==> config.mk <==
export PLATFORM = sky130hd
export DESIGN_NAME = led_frame_buffer_engine_core_flat
export DESIGN_NICKNAME = d
export VERILOG_FILES = /design/src/hw/rtl/lfbe_pkg.sv /design/src/hw/rtl/lfbe_if.sv /design/src/hw/rtl/lfbe_front.sv /design/src/hw/rtl/lfbe_queue.sv /design/src/hw/rtl/lfbe_back.sv /design/src/hw/rtl/led_frame_buffer_engine_core.sv /design/src/flat_wrapper.sv
export SDC_FILE = /design/constraint.sdc
export NUM_CORES = 2
export LEC_CHECK = 0
export ABC_AREA = 1
export BUFFER_PORTS_ARGS = -buffer_cell sky130_fd_sc_hd__buf_2
export CORE_MARGIN = 2
export CORE_UTILIZATION = 63
export CTS_CLUSTER_DIAMETER = 40
export DETAILED_ROUTE_END_ITERATION = 8
export GPL_TIMING_DRIVEN = 1
export PLACE_DENSITY = 0.8
export SKIP_LAST_GASP = 1
export SYNTH_ARGS = -nofsm -noshare
export SYNTH_HDL_FRONTEND = slang
export SYNTH_SLANG_ARGS = --single-unit
==> constraint.sdc <==
create_clock -name i_clk -period 9.1 [get_ports i_clk]
set_input_delay 0.91 -clock i_clk [delete_from_list [all_inputs] [get_ports i_clk]]
set_output_delay 0.91 -clock i_clk [all_outputs]
set_load 0.005 [all_outputs]
==> src/hw/rtl/lfbe_pkg.sv <==
`default_nettype none
package lfbe_pkg;

    // Field widths of the command and pixel words
    localparam int OP_W      = 3;
    localparam int IDX_W     = 6;
    localparam int CH_W      = 8;
    localparam int HUE_OFF_W = 16;
    localparam int LEN_W     = 7;
    localparam int PIX_W     = 3 * CH_W;

    localparam int DEF_MAX_PIXELS = 64;
    localparam logic [LEN_W-1:0] LEN_RESET = 7'd64;

    // Hue arithmetic: a full turn, one sector, and the width that holds a hue
    localparam int HUE_W = 9;
    localparam logic [HUE_W-1:0] HUE_RANGE = 9'd360;
    localparam logic [HUE_W-1:0] HUE_SECTOR = 9'd60;

    localparam int QUEUE_DEPTH = 2;

    typedef enum logic [OP_W-1:0] {
        OP_SET     = 3'd0,
        OP_CLEAR   = 3'd1,
        OP_FILL    = 3'd2,
        OP_RAINBOW = 3'd3,
        OP_FADE    = 3'd4,
        OP_SHOW    = 3'd5
    } t_op;

    typedef struct packed {
        t_op                  op;
        logic [IDX_W-1:0]     idx;
        logic [CH_W-1:0]      red;
        logic [CH_W-1:0]      green;
        logic [CH_W-1:0]      blue;
        logic [HUE_OFF_W-1:0] hue_offset;
        logic [CH_W-1:0]      fade_amount;
    } t_cmd;

    typedef enum logic [3:0] {
        BS_IDLE,
        BS_FILL,
        BS_DIV,
        BS_HUE,
        BS_RBW,
        BS_FRD,
        BS_FWR,
        BS_SRD,
        BS_SOUT
    } t_bstate;

endpackage
`default_nettype wire

==> src/hw/rtl/lfbe_if.sv <==
`default_nettype none
interface lfbe_cmd_if;
    logic                            valid;
    logic                            ready;
    logic [lfbe_pkg::OP_W-1:0]       op;
    logic [lfbe_pkg::IDX_W-1:0]      pixel_index;
    logic [lfbe_pkg::CH_W-1:0]       red_in;
    logic [lfbe_pkg::CH_W-1:0]       green_in;
    logic [lfbe_pkg::CH_W-1:0]       blue_in;
    logic [lfbe_pkg::HUE_OFF_W-1:0]  hue_offset;
    logic [lfbe_pkg::CH_W-1:0]       fade_amount;

    modport source(output valid, op, pixel_index, red_in, green_in, blue_in,
                   hue_offset, fade_amount, input ready);
    modport sink(input valid, op, pixel_index, red_in, green_in, blue_in,
                 hue_offset, fade_amount, output ready);
endinterface

interface lfbe_pix_if;
    logic                        valid;
    logic                        ready;
    logic [lfbe_pkg::IDX_W-1:0]  frame_index;
    logic [lfbe_pkg::CH_W-1:0]   red_out;
    logic [lfbe_pkg::CH_W-1:0]   green_out;
    logic [lfbe_pkg::CH_W-1:0]   blue_out;
    logic                        frame_last;

    modport source(output valid, frame_index, red_out, green_out, blue_out,
                   frame_last, input ready);
    modport sink(input valid, frame_index, red_out, green_out, blue_out,
                 frame_last, output ready);
endinterface
`default_nettype wire

==> src/hw/rtl/lfbe_front.sv <==
`default_nettype none
module lfbe_front #(
    parameter int MAX_PIXELS = lfbe_pkg::DEF_MAX_PIXELS,
    localparam int CW = $clog2(MAX_PIXELS + 1)
) (
    input  wire logic                       i_clk,
    input  wire logic                       i_rst_n,
    lfbe_cmd_if.sink                        i_cmd,
    input  wire logic                       i_cfg_we,
    input  wire logic [lfbe_pkg::LEN_W-1:0] i_cfg_wdata,
    input  wire logic                       i_q_full,
    output logic                            o_push,
    output lfbe_pkg::t_cmd                  o_cmd,
    output logic [CW-1:0]                   o_len
);
    import lfbe_pkg::*;

    logic [LEN_W-1:0] r_len;
    logic             keep;

    // Hold the strip length register
    always_ff @(posedge i_clk) begin
        if (!i_rst_n) begin
            r_len <= LEN_RESET;
        end else if (i_cfg_we) begin
            r_len <= i_cfg_wdata;
        end
    end

    // Clamp the length into 1 .. MAX_PIXELS
    always_comb begin
        if (r_len == '0) begin
            o_len = CW'(1);
        end else if (r_len > LEN_W'(MAX_PIXELS)) begin
            o_len = CW'(MAX_PIXELS);
        end else begin
            o_len = r_len[CW-1:0];
        end
    end

    // Drop unused codes and sets beyond the strip
    always_comb begin
        unique case (i_cmd.op)
            OP_SET:     keep = LEN_W'(i_cmd.pixel_index) < LEN_W'(o_len);
            OP_CLEAR,
            OP_FILL,
            OP_RAINBOW,
            OP_FADE,
            OP_SHOW:    keep = 1'b1;
            default:    keep = 1'b0;
        endcase
    end

    assign i_cmd.ready = !i_q_full;
    assign o_push      = i_cmd.valid && !i_q_full && keep;

    always_comb begin
        o_cmd.op          = t_op'(i_cmd.op);
        o_cmd.idx         = i_cmd.pixel_index;
        o_cmd.red         = i_cmd.red_in;
        o_cmd.green       = i_cmd.green_in;
        o_cmd.blue        = i_cmd.blue_in;
        o_cmd.hue_offset  = i_cmd.hue_offset;
        o_cmd.fade_amount = i_cmd.fade_amount;
    end

    a_set_in_strip: assert property (@(posedge i_clk) disable iff (!i_rst_n)
        (o_push && o_cmd.op == OP_SET) |-> (LEN_W'(o_cmd.idx) < LEN_W'(o_len)))
        else $error("set word queued for a pixel beyond the strip");

endmodule
`default_nettype wire

==> src/hw/rtl/lfbe_queue.sv <==
`default_nettype none
module lfbe_queue (
    input  wire logic           i_clk,
    input  wire logic           i_rst_n,
    input  wire logic           i_push,
    input  lfbe_pkg::t_cmd      i_data,
    output logic                o_full,
    input  wire logic           i_pop,
    output logic                o_valid,
    output lfbe_pkg::t_cmd      o_data
);
    import lfbe_pkg::*;

    localparam int PW = (QUEUE_DEPTH > 1) ? $clog2(QUEUE_DEPTH) : 1;
    localparam int NW = $clog2(QUEUE_DEPTH + 1);

    t_cmd          r_slot [QUEUE_DEPTH];
    logic [PW-1:0] r_wp;
    logic [PW-1:0] r_rp;
    logic [NW-1:0] r_count;

    assign o_full  = r_count == NW'(QUEUE_DEPTH);
    assign o_valid = r_count != '0;
    assign o_data  = r_slot[r_rp];

    // Store the pushed word
    always_ff @(posedge i_clk) begin
        if (i_push) begin
            r_slot[r_wp] <= i_data;
        end
    end

    // Advance the pointers and the fill count
    always_ff @(posedge i_clk) begin
        if (!i_rst_n) begin
            r_wp    <= '0;
            r_rp    <= '0;
            r_count <= '0;
        end else begin
            if (i_push) begin
                r_wp <= (r_wp == PW'(QUEUE_DEPTH - 1)) ? '0 : r_wp + 1'b1;
            end
            if (i_pop) begin
                r_rp <= (r_rp == PW'(QUEUE_DEPTH - 1)) ? '0 : r_rp + 1'b1;
            end
            r_count <= r_count + NW'(i_push) - NW'(i_pop);
        end
    end

    a_no_overflow: assert property (@(posedge i_clk) disable iff (!i_rst_n)
        i_push |-> !o_full)
        else $error("queue pushed while full");

    a_no_underflow: assert property (@(posedge i_clk) disable iff (!i_rst_n)
        i_pop |-> o_valid)
        else $error("queue popped while empty");

endmodule
`default_nettype wire

==> src/hw/rtl/lfbe_back.sv <==
`default_nettype none
module lfbe_back #(
    parameter int MAX_PIXELS = lfbe_pkg::DEF_MAX_PIXELS,
    localparam int CW = $clog2(MAX_PIXELS + 1)
) (
    input  wire logic          i_clk,
    input  wire logic          i_rst_n,
    input  wire logic          i_q_valid,
    input  lfbe_pkg::t_cmd     i_q_cmd,
    output logic               o_pop,
    input  wire logic [CW-1:0] i_len,
    lfbe_pix_if.source         o_pix
);
    import lfbe_pkg::*;

    localparam int IW = (MAX_PIXELS > 1) ? $clog2(MAX_PIXELS) : 1;
    localparam int SW = $clog2(HUE_W);
    localparam int OW = HUE_OFF_W + 1;
    localparam logic [CW-1:0] LAST_ADDR = CW'(MAX_PIXELS - 1);
    localparam logic [OW-1:0] OFF_BASE  = OW'(HUE_RANGE);

    // Turn a hue below a full turn into a colour at full saturation and value
    function automatic logic [PIX_W-1:0] hue_rgb(input logic [HUE_W-1:0] h);
        logic [2:0]      sec;
        logic [HUE_W-1:0] base;
        logic [5:0]      e;
        logic [9:0]      tf;
        logic [9:0]      qf;
        logic [CH_W-1:0] t;
        logic [CH_W-1:0] q;
        logic [PIX_W-1:0] rgb;
        priority if (h >= HUE_W'(5 * HUE_SECTOR)) begin
            sec = 3'd5; base = HUE_W'(5 * HUE_SECTOR);
        end else if (h >= HUE_W'(4 * HUE_SECTOR)) begin
            sec = 3'd4; base = HUE_W'(4 * HUE_SECTOR);
        end else if (h >= HUE_W'(3 * HUE_SECTOR)) begin
            sec = 3'd3; base = HUE_W'(3 * HUE_SECTOR);
        end else if (h >= HUE_W'(2 * HUE_SECTOR)) begin
            sec = 3'd2; base = HUE_W'(2 * HUE_SECTOR);
        end else if (h >= HUE_SECTOR) begin
            sec = 3'd1; base = HUE_SECTOR;
        end else begin
            sec = 3'd0; base = '0;
        end
        e  = 6'(h - base);
        // 255/60 is exactly 17/4
        tf = 10'(e) * 10'd17;
        qf = 10'(6'd60 - e) * 10'd17;
        t  = tf[9:2];
        q  = qf[9:2];
        unique case (sec)
            3'd0:    rgb = {8'hFF, t, 8'h00};
            3'd1:    rgb = {q, 8'hFF, 8'h00};
            3'd2:    rgb = {8'h00, 8'hFF, t};
            3'd3:    rgb = {8'h00, q, 8'hFF};
            3'd4:    rgb = {t, 8'h00, 8'hFF};
            default: rgb = {8'hFF, 8'h00, q};
        endcase
        return rgb;
    endfunction

    function automatic logic [CH_W-1:0] sat_sub(input logic [CH_W-1:0] v,
                                                 input logic [CH_W-1:0] a);
        return (v > a) ? v - a : '0;
    endfunction

    t_bstate          r_state, n_state;
    t_cmd             r_cmd, n_cmd;
    logic [CW-1:0]    r_cnt, n_cnt;
    logic [SW-1:0]    r_step, n_step;
    logic [CW-1:0]    r_rem, n_rem;
    logic [HUE_W-1:0] r_divq, n_divq;
    logic [OW-1:0]    r_off, n_off;
    logic [HUE_W-1:0] r_accq, n_accq;
    logic [CW-1:0]    r_accr, n_accr;
    logic [HUE_W-1:0] r_hue, n_hue;

    logic [PIX_W-1:0] r_mem [MAX_PIXELS];
    logic [MAX_PIXELS-1:0] r_vld;
    logic [PIX_W-1:0] r_rd_data;
    logic             r_rd_vld;

    logic             mem_we, rd_en, clear_all;
    logic [IW-1:0]    mem_wa, rd_a;
    logic [PIX_W-1:0] mem_wd, pix_rd;
    logic [CW-1:0]    cnt_inc, len_m1;
    logic             frame_last;
    logic [CW:0]      trial, racc;
    logic             trial_ge, racc_ge;
    logic [OW-1:0]    off_cmp;
    logic [HUE_W:0]   hsum;

    assign pix_rd     = r_rd_vld ? r_rd_data : '0;
    assign cnt_inc    = r_cnt + 1'b1;
    assign len_m1     = i_len - 1'b1;
    assign frame_last = r_cnt == len_m1;
    assign trial      = {r_rem, HUE_RANGE[r_step]};
    assign trial_ge   = trial >= {1'b0, i_len};
    assign off_cmp    = OFF_BASE << r_step;
    assign racc       = {1'b0, r_accr} + {1'b0, r_rem};
    assign racc_ge    = racc >= {1'b0, i_len};
    assign hsum       = {1'b0, r_accq} + {1'b0, r_off[HUE_W-1:0]};

    // Step the sequencer
    always_comb begin
        n_state = r_state;
        unique case (r_state)
            BS_IDLE: begin
                if (i_q_valid) begin
                    unique case (i_q_cmd.op)
                        OP_FILL:    n_state = BS_FILL;
                        OP_RAINBOW: n_state = BS_DIV;
                        OP_FADE:    n_state = BS_FRD;
                        OP_SHOW:    n_state = BS_SRD;
                        default:    n_state = BS_IDLE;
                    endcase
                end
            end
            BS_FILL: if (r_cnt == LAST_ADDR) n_state = BS_SRD;
            BS_DIV:  if (r_step == '0) n_state = BS_HUE;
            BS_HUE:  n_state = BS_RBW;
            BS_RBW:  n_state = frame_last ? BS_SRD : BS_HUE;
            BS_FRD:  n_state = BS_FWR;
            BS_FWR:  n_state = (r_cnt == LAST_ADDR) ? BS_SRD : BS_FRD;
            BS_SRD:  n_state = BS_SOUT;
            BS_SOUT: if (o_pix.ready && frame_last) n_state = BS_IDLE;
            default: n_state = BS_IDLE;
        endcase
    end

    // Drive the store ports and the datapath registers
    always_comb begin
        o_pop     = 1'b0;
        mem_we    = 1'b0;
        mem_wa    = r_cnt[IW-1:0];
        mem_wd    = '0;
        rd_en     = 1'b0;
        rd_a      = r_cnt[IW-1:0];
        clear_all = 1'b0;
        n_cmd     = r_cmd;
        n_cnt     = r_cnt;
        n_step    = r_step;
        n_rem     = r_rem;
        n_divq    = r_divq;
        n_off     = r_off;
        n_accq    = r_accq;
        n_accr    = r_accr;
        n_hue     = r_hue;
        unique case (r_state)
            BS_IDLE: begin
                if (i_q_valid) begin
                    o_pop  = 1'b1;
                    n_cmd  = i_q_cmd;
                    n_cnt  = '0;
                    n_step = SW'(HUE_W - 1);
                    n_rem  = '0;
                    n_divq = '0;
                    n_off  = OW'(i_q_cmd.hue_offset);
                    unique case (i_q_cmd.op)
                        OP_SET: begin
                            mem_we = 1'b1;
                            mem_wa = i_q_cmd.idx[IW-1:0];
                            mem_wd = {i_q_cmd.red, i_q_cmd.green, i_q_cmd.blue};
                        end
                        OP_CLEAR: clear_all = 1'b1;
                        default:  ;
                    endcase
                end
            end
            BS_FILL: begin
                mem_we = 1'b1;
                mem_wd = {r_cmd.red, r_cmd.green, r_cmd.blue};
                n_cnt  = (r_cnt == LAST_ADDR) ? '0 : cnt_inc;
            end
            BS_DIV: begin
                // One quotient bit of 360 / length and one offset reduction
                n_rem  = trial_ge ? CW'(trial - {1'b0, i_len}) : trial[CW-1:0];
                n_divq = {r_divq[HUE_W-2:0], trial_ge};
                n_off  = (r_off >= off_cmp) ? r_off - off_cmp : r_off;
                n_step = r_step - 1'b1;
                n_accq = '0;
                n_accr = '0;
            end
            BS_HUE: begin
                n_hue = (hsum >= {1'b0, HUE_RANGE}) ? HUE_W'(hsum - {1'b0, HUE_RANGE})
                                                    : hsum[HUE_W-1:0];
            end
            BS_RBW: begin
                mem_we = 1'b1;
                mem_wd = hue_rgb(r_hue);
                // Advance i*360/length by quotient and remainder
                n_accr = racc_ge ? CW'(racc - {1'b0, i_len}) : racc[CW-1:0];
                n_accq = r_accq + r_divq + HUE_W'(racc_ge);
                n_cnt  = frame_last ? '0 : cnt_inc;
            end
            BS_FRD: rd_en = 1'b1;
            BS_FWR: begin
                mem_we = 1'b1;
                mem_wd = {sat_sub(pix_rd[23:16], r_cmd.fade_amount),
                          sat_sub(pix_rd[15:8], r_cmd.fade_amount),
                          sat_sub(pix_rd[7:0], r_cmd.fade_amount)};
                n_cnt  = (r_cnt == LAST_ADDR) ? '0 : cnt_inc;
            end
            BS_SRD: rd_en = 1'b1;
            BS_SOUT: begin
                // Fetch the next pixel as this one is taken
                if (o_pix.ready && !frame_last) begin
                    rd_en = 1'b1;
                    rd_a  = cnt_inc[IW-1:0];
                    n_cnt = cnt_inc;
                end
            end
            default: ;
        endcase
    end

    always_ff @(posedge i_clk) begin
        if (!i_rst_n) begin
            r_state <= BS_IDLE;
            r_cnt   <= '0;
        end else begin
            r_state <= n_state;
            r_cnt   <= n_cnt;
        end
    end

    always_ff @(posedge i_clk) begin
        r_cmd  <= n_cmd;
        r_step <= n_step;
        r_rem  <= n_rem;
        r_divq <= n_divq;
        r_off  <= n_off;
        r_accq <= n_accq;
        r_accr <= n_accr;
        r_hue  <= n_hue;
    end

    // Pixel store with a registered read port
    always_ff @(posedge i_clk) begin
        if (mem_we) begin
            r_mem[mem_wa] <= mem_wd;
        end
        if (rd_en) begin
            r_rd_data <= r_mem[rd_a];
        end
    end

    // Mark written entries; an unmarked entry reads as black
    always_ff @(posedge i_clk) begin
        if (!i_rst_n) begin
            r_vld    <= '0;
            r_rd_vld <= 1'b0;
        end else begin
            if (clear_all) begin
                r_vld <= '0;
            end else if (mem_we) begin
                r_vld[mem_wa] <= 1'b1;
            end
            if (rd_en) begin
                r_rd_vld <= r_vld[rd_a];
            end
        end
    end

    assign o_pix.valid       = r_state == BS_SOUT;
    assign o_pix.frame_index = IDX_W'(r_cnt);
    assign o_pix.red_out     = pix_rd[23:16];
    assign o_pix.green_out   = pix_rd[15:8];
    assign o_pix.blue_out    = pix_rd[7:0];
    assign o_pix.frame_last  = frame_last;

    a_index_in_strip: assert property (@(posedge i_clk) disable iff (!i_rst_n)
        o_pix.valid |-> (r_cnt < i_len))
        else $error("streamed pixel beyond the strip");

    a_idle_after_last: assert property (@(posedge i_clk) disable iff (!i_rst_n)
        (o_pix.valid && o_pix.ready && o_pix.frame_last) |=> (r_state == BS_IDLE))
        else $error("stream went on past the last pixel");

endmodule
`default_nettype wire

==> src/hw/rtl/led_frame_buffer_engine_core.sv <==
`default_nettype none
// RGB frame buffer for an LED strip of up to MAX_PIXELS pixels. Command words
// enter through a two-word queue, so a new word is taken while the engine is
// still busy or a pixel waits on the output. Set and clear finish as their
// word leaves the queue. Once it has, fill sweeps the whole store at one write
// a cycle, fade reads and writes back every entry, and rainbow runs bit-serial
// division of 360 by the length, then writes a hue colour to each pixel in the
// strip. Fill, rainbow, fade and show then stream the first strip_length pixels
// at one per cycle after a first read of the store, as long as the receiver
// takes them. The registered read of the store is why fade reads and writes
// each entry in separate states, and why the stream needs its first read ahead.
// Reset black-out is by per-entry valid bits, so there is no clearing pass.
// Write strip_length only while idle.
module led_frame_buffer_engine_core #(
    parameter int MAX_PIXELS = lfbe_pkg::DEF_MAX_PIXELS
) (
    input  wire logic                       i_clk,
    input  wire logic                       i_rst_n,
    lfbe_cmd_if.sink                        i_cmd,
    lfbe_pix_if.source                      o_pix,
    input  wire logic                       i_cfg_we,
    input  wire logic [lfbe_pkg::LEN_W-1:0] i_cfg_wdata
);
    import lfbe_pkg::*;

    localparam int CW = $clog2(MAX_PIXELS + 1);

    logic          push, full, q_valid, pop;
    t_cmd          push_cmd, q_cmd;
    logic [CW-1:0] len;

    lfbe_front #(.MAX_PIXELS(MAX_PIXELS)) u_front (
        .i_clk       (i_clk),
        .i_rst_n     (i_rst_n),
        .i_cmd       (i_cmd),
        .i_cfg_we    (i_cfg_we),
        .i_cfg_wdata (i_cfg_wdata),
        .i_q_full    (full),
        .o_push      (push),
        .o_cmd       (push_cmd),
        .o_len       (len)
    );

    lfbe_queue u_queue (
        .i_clk   (i_clk),
        .i_rst_n (i_rst_n),
        .i_push  (push),
        .i_data  (push_cmd),
        .o_full  (full),
        .i_pop   (pop),
        .o_valid (q_valid),
        .o_data  (q_cmd)
    );

    lfbe_back #(.MAX_PIXELS(MAX_PIXELS)) u_back (
        .i_clk     (i_clk),
        .i_rst_n   (i_rst_n),
        .i_q_valid (q_valid),
        .i_q_cmd   (q_cmd),
        .o_pop     (pop),
        .i_len     (len),
        .o_pix     (o_pix)
    );

endmodule
`default_nettype wire
==> src/flat_wrapper.sv <==
// flat-port wrapper written by rule: the top's interface ports become plain ports
module led_frame_buffer_engine_core_flat import lfbe_pkg::*;
#(
    parameter int MAX_PIXELS = lfbe_pkg::DEF_MAX_PIXELS
)
  (i_clk, i_rst_n, i_cfg_we, i_cfg_wdata, i_cmd_valid, i_cmd_op, i_cmd_pixel_index, i_cmd_red_in, i_cmd_green_in, i_cmd_blue_in, i_cmd_hue_offset, i_cmd_fade_amount, i_cmd_ready, o_pix_valid, o_pix_frame_index, o_pix_red_out, o_pix_green_out, o_pix_blue_out, o_pix_frame_last, o_pix_ready);
  lfbe_cmd_if i_cmd_i ();
  lfbe_pix_if o_pix_i ();
  input  wire logic i_clk;
  input  wire logic i_rst_n;
  input  wire logic i_cfg_we;
  input  wire logic [lfbe_pkg::LEN_W-1:0] i_cfg_wdata;
  input wire logic [$bits(i_cmd_i.valid)-1:0] i_cmd_valid;
  input wire logic [$bits(i_cmd_i.op)-1:0] i_cmd_op;
  input wire logic [$bits(i_cmd_i.pixel_index)-1:0] i_cmd_pixel_index;
  input wire logic [$bits(i_cmd_i.red_in)-1:0] i_cmd_red_in;
  input wire logic [$bits(i_cmd_i.green_in)-1:0] i_cmd_green_in;
  input wire logic [$bits(i_cmd_i.blue_in)-1:0] i_cmd_blue_in;
  input wire logic [$bits(i_cmd_i.hue_offset)-1:0] i_cmd_hue_offset;
  input wire logic [$bits(i_cmd_i.fade_amount)-1:0] i_cmd_fade_amount;
  output wire logic [$bits(i_cmd_i.ready)-1:0] i_cmd_ready;
  output wire logic [$bits(o_pix_i.valid)-1:0] o_pix_valid;
  output wire logic [$bits(o_pix_i.frame_index)-1:0] o_pix_frame_index;
  output wire logic [$bits(o_pix_i.red_out)-1:0] o_pix_red_out;
  output wire logic [$bits(o_pix_i.green_out)-1:0] o_pix_green_out;
  output wire logic [$bits(o_pix_i.blue_out)-1:0] o_pix_blue_out;
  output wire logic [$bits(o_pix_i.frame_last)-1:0] o_pix_frame_last;
  input wire logic [$bits(o_pix_i.ready)-1:0] o_pix_ready;
  assign i_cmd_i.valid = i_cmd_valid;
  assign i_cmd_i.op = i_cmd_op;
  assign i_cmd_i.pixel_index = i_cmd_pixel_index;
  assign i_cmd_i.red_in = i_cmd_red_in;
  assign i_cmd_i.green_in = i_cmd_green_in;
  assign i_cmd_i.blue_in = i_cmd_blue_in;
  assign i_cmd_i.hue_offset = i_cmd_hue_offset;
  assign i_cmd_i.fade_amount = i_cmd_fade_amount;
  assign i_cmd_ready = i_cmd_i.ready;
  assign o_pix_valid = o_pix_i.valid;
  assign o_pix_frame_index = o_pix_i.frame_index;
  assign o_pix_red_out = o_pix_i.red_out;
  assign o_pix_green_out = o_pix_i.green_out;
  assign o_pix_blue_out = o_pix_i.blue_out;
  assign o_pix_frame_last = o_pix_i.frame_last;
  assign o_pix_i.ready = o_pix_ready;
  led_frame_buffer_engine_core #(.MAX_PIXELS(MAX_PIXELS)) u_core (.i_clk(i_clk), .i_rst_n(i_rst_n), .i_cmd(i_cmd_i), .o_pix(o_pix_i), .i_cfg_we(i_cfg_we), .i_cfg_wdata(i_cfg_wdata));
endmodule
; ---- Word level (Yosys, flattened, before mapping)
; Memories as Yosys holds them, arrays and structs flattened. A register that Yosys moved wholly into a read port is not among the register bits.
; Index checks and enable logic that the tools add are counted.
[op_classes]
n_addsub = 20
mul = 2
div = 0
n_lt_le_gt_ge = 18
eq_ne = 31
n_shift = 1
mux = 78
bitwise = 2
reduce_logical = 27
[op_table]
columns = operator, count
row1 = 24-bit case mux with 5 select lines, 1
row2 = 24-bit case mux with 4 select lines, 1
row3 = 24-bit two-way mux, 3
row4 = 6-bit two-way mux, 11
row5 = 64-bit OR, 1
row6 = 7-bit two-way mux, 8
row7 = 4-bit case mux with 9 select lines, 1
row8 = 9-bit case mux with 2 select lines, 2
row9 = 17-bit two-way mux, 2
row10 = 17-bit case mux with 2 select lines, 1
row11 = 7-bit case mux with 2 select lines, 2
row12 = 7-bit case mux with 4 select lines, 1
row13 = 8-bit greater-than comparator, 3
row14 = 4-bit two-way mux, 6
row15 = 8-bit two-way mux, 3
row16 = 8-bit subtractor, 3
row17 = 1-bit two-way mux, 20
row18 = "3-bit by 2-bit equality test with 1-bit output, second input constant", 6
row19 = "9-bit by 8-bit >= comparator with 1-bit output, second input constant", 2
row20 = 9-bit two-way mux, 2
row21 = 17-bit >= comparator, 1
row22 = "9-bit by 4-bit << shifter with 17-bit output, first input constant", 1
row23 = 17-bit subtractor, 1
row24 = "4-bit by 3-bit equality test with 1-bit output, second input constant", 4
row25 = other kinds (57), 93
[word_totals]
reg_bits = 181
latchBits = 0
mem_bits_rw = 1650
rom_bits = 16
input_bits = 69
out_inout_bits = 33
wordCells = 201
n_memories = 3
[memory_table]
columns = memory, depth, width, rd, rd_clocked_by_memory_dff, write_ports, line_no
row1 = u_core.u_back.r_mem, 64, 24, 1, 1, 1, lfbe_back.sv:78  ; logic [PIX_W-1:0] r_mem [MAX_PIXELS];
row2 = u_core.u_queue.r_slot, 2, 57, 1, 1, 1, lfbe_queue.sv:17  ; t_cmd r_slot [QUEUE_DEPTH];
row3 = (name not given), 16, 1, 1, 1, 0, lfbe_back.sv:97  ; assign trial = {r_rem, HUE_RANGE[r_step]};

; ---- Logic depth before layout (Yosys ltp)
[logic_depth]
ltp_word = 12
depth_mapped = 33
ltp_nobuf = 31

; ---- By module
; Synthesis repeated with hierarchy kept, for this count alone.
[hier_totals]
hier_cells = 6557
area_unflattened_um2 = 79760.2
[by_module_without_submodules]
columns = module, instances, cells_each, area_each_um2, seq_area_each_um2
row1 = lfbe_back, 1, 6217, 74392.6, 51209.1
row2 = lfbe_queue, 1, 210, 4458.0, 3523.4
row3 = lfbe_front, 1, 130, 909.6, 140.1

; ---- Worst setup path before layout
; No wires, ideal clock.
[synth_timing]
kind = register -> register
start = register u_core.u_back.r_rd_vld
end = memory u_core.u_back.r_mem[0][16] (netlist bit), data pin
setup_time_ns = 1.008
arrival_time_ns = 6.184
required_ns = 8.092
setup_slack_ns = 1.907
path_stages_with_launch = 16
n_path_buf = 2
synth_period_minus_slack_ns = 7.193
cell_sequence = dfxtp_1 > clkbuf_1 > clkbuf_1 > nand2_1 > inv_1 > fa_1 > a21oi_1 > o21ai_0 > a21oi_1 > nor2_1 > nor2_1 > inv_1 > nand2_1 > a21oi_1 > o22ai_1 > o311ai_0
[synth_via]
elab_chain_len = 4
elab_cells_between_ends = 5
cone_classes = 1 x add/sub / 1 x order compare / 3 x mux
[synth_rtl]
columns = item, line_no
row1 = from (decl), lfbe_back.sv:81  ; logic r_rd_vld;
row2 = from (signal assigned), lfbe_back.sv:260  ; r_rd_vld <= r_vld[rd_a];
row3 = 24-bit two-way mux, lfbe_back.sv:93  ; assign pix_rd = r_rd_vld ? r_rd_data : '0;
row4 = named net o_pix_red_out[1], flat_wrapper.sv:24  ; output wire logic [$bits(o_pix_i.red_out)-1:0] o_pix_red_out;
row5 = 8-bit greater-than comparator, lfbe_back.sv:64  ; return (v > a) ? v - a : '0;
row6 = 8-bit two-way mux, lfbe_back.sv:64
row7 = 24-bit case mux with 4 select lines, lfbe_back.sv:149  ; unique case (r_state)
row8 = named net u_core.u_back.mem_wd[16], lfbe_back.sv:85  ; logic [PIX_W-1:0] mem_wd, pix_rd;
row9 = to (decl), lfbe_back.sv:78
; The timed path passes the listed nets, and every way through them passes these cells.

; ---- Worst setup path in the final report
[layout_timing]
start = register u_core.u_back.r_hue[8]
end = memory u_core.u_back.r_mem[56][14] (netlist bit), data pin
[layout_via]
elab_chain_len = 12
elab_cells_between_ends = 28
cone_classes = 2 x add/sub / 2 x mul / 5 x order compare / 4 x eq/ne / 14 x mux / 1 x reduce/logical
[layout_rtl]
columns = item, line_no
row1 = from (decl), lfbe_back.sv:76  ; logic [HUE_W-1:0] r_hue, n_hue;
row2 = from (signal assigned), lfbe_back.sv:235  ; r_hue <= n_hue;
row3 = 9-bit by 6-bit >= comparator with 1-bit output, lfbe_back.sv:40  ; end else if (h >= HUE_SECTOR) begin
row4 = 6-bit two-way mux, lfbe_back.sv:40
row5 = 6-bit two-way mux, lfbe_back.sv:38  ; end else if (h >= HUE_W'(2 * HUE_SECTOR)) begin
row6 = 6-bit two-way mux, lfbe_back.sv:36  ; end else if (h >= HUE_W'(3 * HUE_SECTOR)) begin
row7 = 6-bit two-way mux, lfbe_back.sv:34  ; end else if (h >= HUE_W'(4 * HUE_SECTOR)) begin
row8 = 6-bit two-way mux, lfbe_back.sv:32  ; priority if (h >= HUE_W'(5 * HUE_SECTOR)) begin
row9 = 6-bit two-way mux, lfbe_back.sv:149
row10 = 6-bit subtractor, lfbe_back.sv:45  ; e = 6'(h - base);
row11 = 6-bit by 6-bit subtractor with 7-bit output, lfbe_back.sv:48  ; qf = 10'(6'd60 - e) * 10'd17;
row12 = 7-bit by 6-bit multiplier with 10-bit output, lfbe_back.sv:48
row13 = 24-bit case mux with 5 select lines (*), lfbe_back.sv:51  ; unique case (sec)
row14 = 24-bit case mux with 4 select lines (*), lfbe_back.sv:149
row15 = named net u_core.u_back.mem_wd[14], lfbe_back.sv:85
; The timed path passes the listed nets; every way through them passes the cells marked *. The select of a mux whose other input is x is not followed.

==> impl_metrics.ini <==
[run_status]
status = finished, violations left
violations = design-rule violations

[route]
num_vias = 54824
wl_um = 218000
routedWlPerCell_um = 25.5
vias_per_cell = 6.44
ant_nets = 0
firstDrtPassIters = 9
route.detailed.drc = 2
drt_iter0_drc = 8657

[yosys]
synth-compound-area-share_pct = 10.7
synth.net_count = 6854
yosysUniqueCellTypes = 55
avgSynthCellArea_um2 = 11.8
synth_top_family_by_area = simple AND/OR/NAND/NOR gates
ys_warn_count = 0
synth_ff_type = edfxtp_1
ys_seq_elements = 1857
synthArstFlopShare_pct = 0
synth_fa_ha_area_share_pct = 2.14
yosysTopAreaCell = edfxtp_1
synthCells = 6658
netlist.area_leader.share_pct = 67.6
synthXorXnorAreaFrac_pct = 0.613
synth_area_um2 = 78600
synthSimpleGateAreaFrac_pct = 12.9
synth_edf_count = 1768
synthMuxAreaShare_pct = 0.0382
yosysSeqAreaShare_pct = 69.8
synth_area_leaders = edfxtp_1 68%, nor2_1 6.8%, o21ai_0 4.1%

[setup_path]
critPathSlowestCell = a311oi_1
slowest_delay_ns = 0.89
worst_ep_arrival_time_ns = 7.65
crit_path_frequent_cell = inv_1
crit_end = u_core.u_back.r_mem[56][14]$_DFFE_PP_
path_class = reg -> reg
reg2reg_setup_slack_ns = 1.97
r2r_start = u_core.u_back.r_hue[8]$_DFFE_PP_
crit_required_ns = 9.62
endpoint_kind = register
cp_cell_sequence = nor2_1 -> inv_1 -> a311oi_1 -> inv_1 -> nand2_1 -> ha_1 -> a21oi_1 -> o21ai_0 -> xor2_1 -> xor2_1 -> inv_1 -> nand2_1 -> inv_1 -> ha_1 -> ha_1 -> ha_1 -> inv_1 -> fa_1 -> xor2_1 -> o221ai_1 -> a22oi_1 -> nand3_2 -> buf_4
r2r_cells = 23
rr_endpoint = u_core.u_back.r_mem[56][14]$_DFFE_PP_
cp-startpoint = u_core.u_back.r_hue[8]$_DFFE_PP_
worstPathMaxFanout = 33
cp-start-kind = register

[sta]
hold_viol_final = 0
layout_worst_path_cycle_share_pct = 78.3
skew_ns = 0.0394
max_freq_ghz = 0.140
worst_pin_slew_ns = 1.33
tns_ns = 0
min_period_ns = 7.13
rsz0062_at_grt = no
drv_slew = 0
setup_violations = 0
slew_headroom_pct = 11.4

[final_layout]
final_cell_mix = 1768 x edfxtp_1, 1351 x nor2_1, 640 x o21ai_0
drive_above_1_share_pct = 10.0
design_area_um2 = 87600
layout_commonest_cell = edfxtp_1
final_nets = 6902
area_growth_pct = 11.4

[placement]
placed_cell_area_um2 = 81000
port_buffers = 101
gp_congestion = 0.982
dpl.hpwl_um = 117000

[floorplanning]
dieWidth_um = 357
dieArea_um2 = 128000
start_util_pct = 63.5
fp.dieH_um = 357
coreArea_um2 = 124000
io-pin-count = 102
rows = 129

[clocking]
cts_buffer_depth = 3
cts_hold_buf = 0
cts-root-buf = clkbuf_16
cts_tree = built
clk_pin_slew_ns = 0.07
clkLatencyLatePin_ns = 0.85
cts_resized = 0
numCtsBuffers = 201
htreeDepth = 4
cts_sinks = 1857
cts_setup_buffers = 0

[power]
power_frac_seq_pct = 42.0
swShare_pct = 34.6
p_leak_nw = 30.4
combinationalPowerShare_pct = 27.9
vdd_drop_max_mv = 0.248
switchingPower_mw = 9.27
power_per_cell_area_nw_per_um2 = 306
clockPowerShare_pct = 30.1
p_int_mw = 17.5

[global_routing]
grt_max_degree = 239
grt_pass1_vias = 52623
grtUsageMet3_pct = 7.19
grt.met2_usage_pct = 52.3
use_met1_pct = 44.1
grt_overflow_total = 0
busiest_layer = met2
grtUsageTotal_pct = 33.7
antenna_found_initial = 7
grt_first_pass_wirelength_um = 319000

[flow_run]
max-cap-violations = 0

[worst_hold_path]
hold_class = in -> reg
## final cells by class
| cell class | count | area, um^2 |
|---|---|---|
| sequential | 1857 | 54900 |
| tap | 1637 | 2050 |
| inverter | 311 | 1190 |
| antenna | 3 | 7.51 |
| fill | 7880 | 36200 |
| timing repair buffer | 239 | 1650 |
| clock inverter | 132 | 1290 |
| multi-input combinational | 4096 | 21200 |
| clock buffer | 244 | 5300 |
## power by group through the flow
stage	clock (mW)	sequential [mW]	combinational [mW]
2_1_floorplan	0	11.5	4.72
6_report	8.05	11.2	7.47
5_1_grt	8.37	11.3	8.08
3_3_place_gp	0	11.4	6.94
4_1_cts	8.05	11.2	7.27
3_5_place_dp	0	11.4	7.18
## how the worst min path moves through the flow
stage | from | end | cells past startpoint
2_1_floorplan | u_core.u_queue.r_rp$_SDFFE_PN0P_ | register | 1
3_3_place_gp | u_core.u_queue.r_rp$_SDFFE_PN0P_ | register | 1
4_1_cts | i_cmd_hue_offset[4] | u_core.u_queue.r_slot[0][12]$_DFFE_PP_ | 1
6_report | i_cmd_hue_offset[4] | u_core.u_queue.r_slot[0][12]$_DFFE_PP_ | 1
5_1_grt | i_cmd_hue_offset[4] | u_core.u_queue.r_slot[1][12]$_DFFE_PP_ | 1
3_5_place_dp | u_core.u_queue.r_rp$_SDFFE_PN0P_ | register | 1
## sequential cells by signal, summed over array words and instances, names as in the netlist, 2 cells and up, named ones only
register and cells:
u_core.u_queue.r_slot 114, u_core.u_back.r_rem 7, u_core.u_back.r_step 4, u_core.u_back.r_cmd 32
u_core.u_back.r_off 17, u_core.u_back.r_hue 9, u_core.u_back.r_rd_data 24, u_core.u_front.r_len 7
u_core.u_back.r_vld 64, u_core.u_back.r_state 4, u_core.u_back.r_mem 1536, u_core.u_back.r_accq 9
u_core.u_queue.r_count 2, u_core.u_back.r_divq 9, u_core.u_back.r_cnt 7, u_core.u_back.r_accr 7
## worst max-delay path, delay by kind of cell, from the launching register on
family,cells,cell delay [ns]
xor+xnor,3,0.76
flops,1,0.47
compound gates,5,1.51
buf+inv,6,1.32
simple gates,4,1.21
fa+ha+maj,5,1.49
## cells in the mapped netlist (8+ instances only)
cell type  number
edfxtp_1     1768
nor2_1       1418
o21ai_0       643
nand2_1       484
nand3_1       473
o211ai_1      369
inv_1         296
o21ai_1       209
clkbuf_1      205
buf_2         147
a21oi_1       124
ha_1          115
dfxtp_1        89
xor2_1         37
o21bai_1       31
nand3b_1       27
nand4_1        21
buf_4          18
xnor2_1        18
buf_1          17
nor3_1         14
inv_2          13
fa_1           12
or2_2          12
a22oi_1        10
o221ai_1        9
a31oi_1         8
## through the flow
step	power, mW	hold slack [ns]	utilization [%]	cells	setup WS (ns)
after floorplan	16.2	0.426	-	6658	1.91
after global placement	18.3	0.426	65.4	8140	2.40
after detailed placement	18.6	0.438	65.4	8140	2.38
after CTS	26.6	0.222	70.7	8516	2.27
after global routing	27.7	0.237	70.7	8519	1.70
final	26.8	0.263	70.7	8519	1.97
## logic make-up after synthesis
kind of cell / count (synthesis)
AND/OR/NAND/NOR: 2467
flip-flops: 1857
AO/OA/AOI/OAI: 1444
buffers and inverters: 705
adder cells (fa/ha/maj): 127
XOR/XNOR: 55
multiplexers: 3
## per-layer routing
layer | part of all wire [%] | routed length, um
met1 | 35 | 76400
met2 | 46 | 100000
met4 | 6.6 | 14400
met3 | 12 | 26300
met5 | 0.013 | 29
Power figures use the tool's default switching activity.
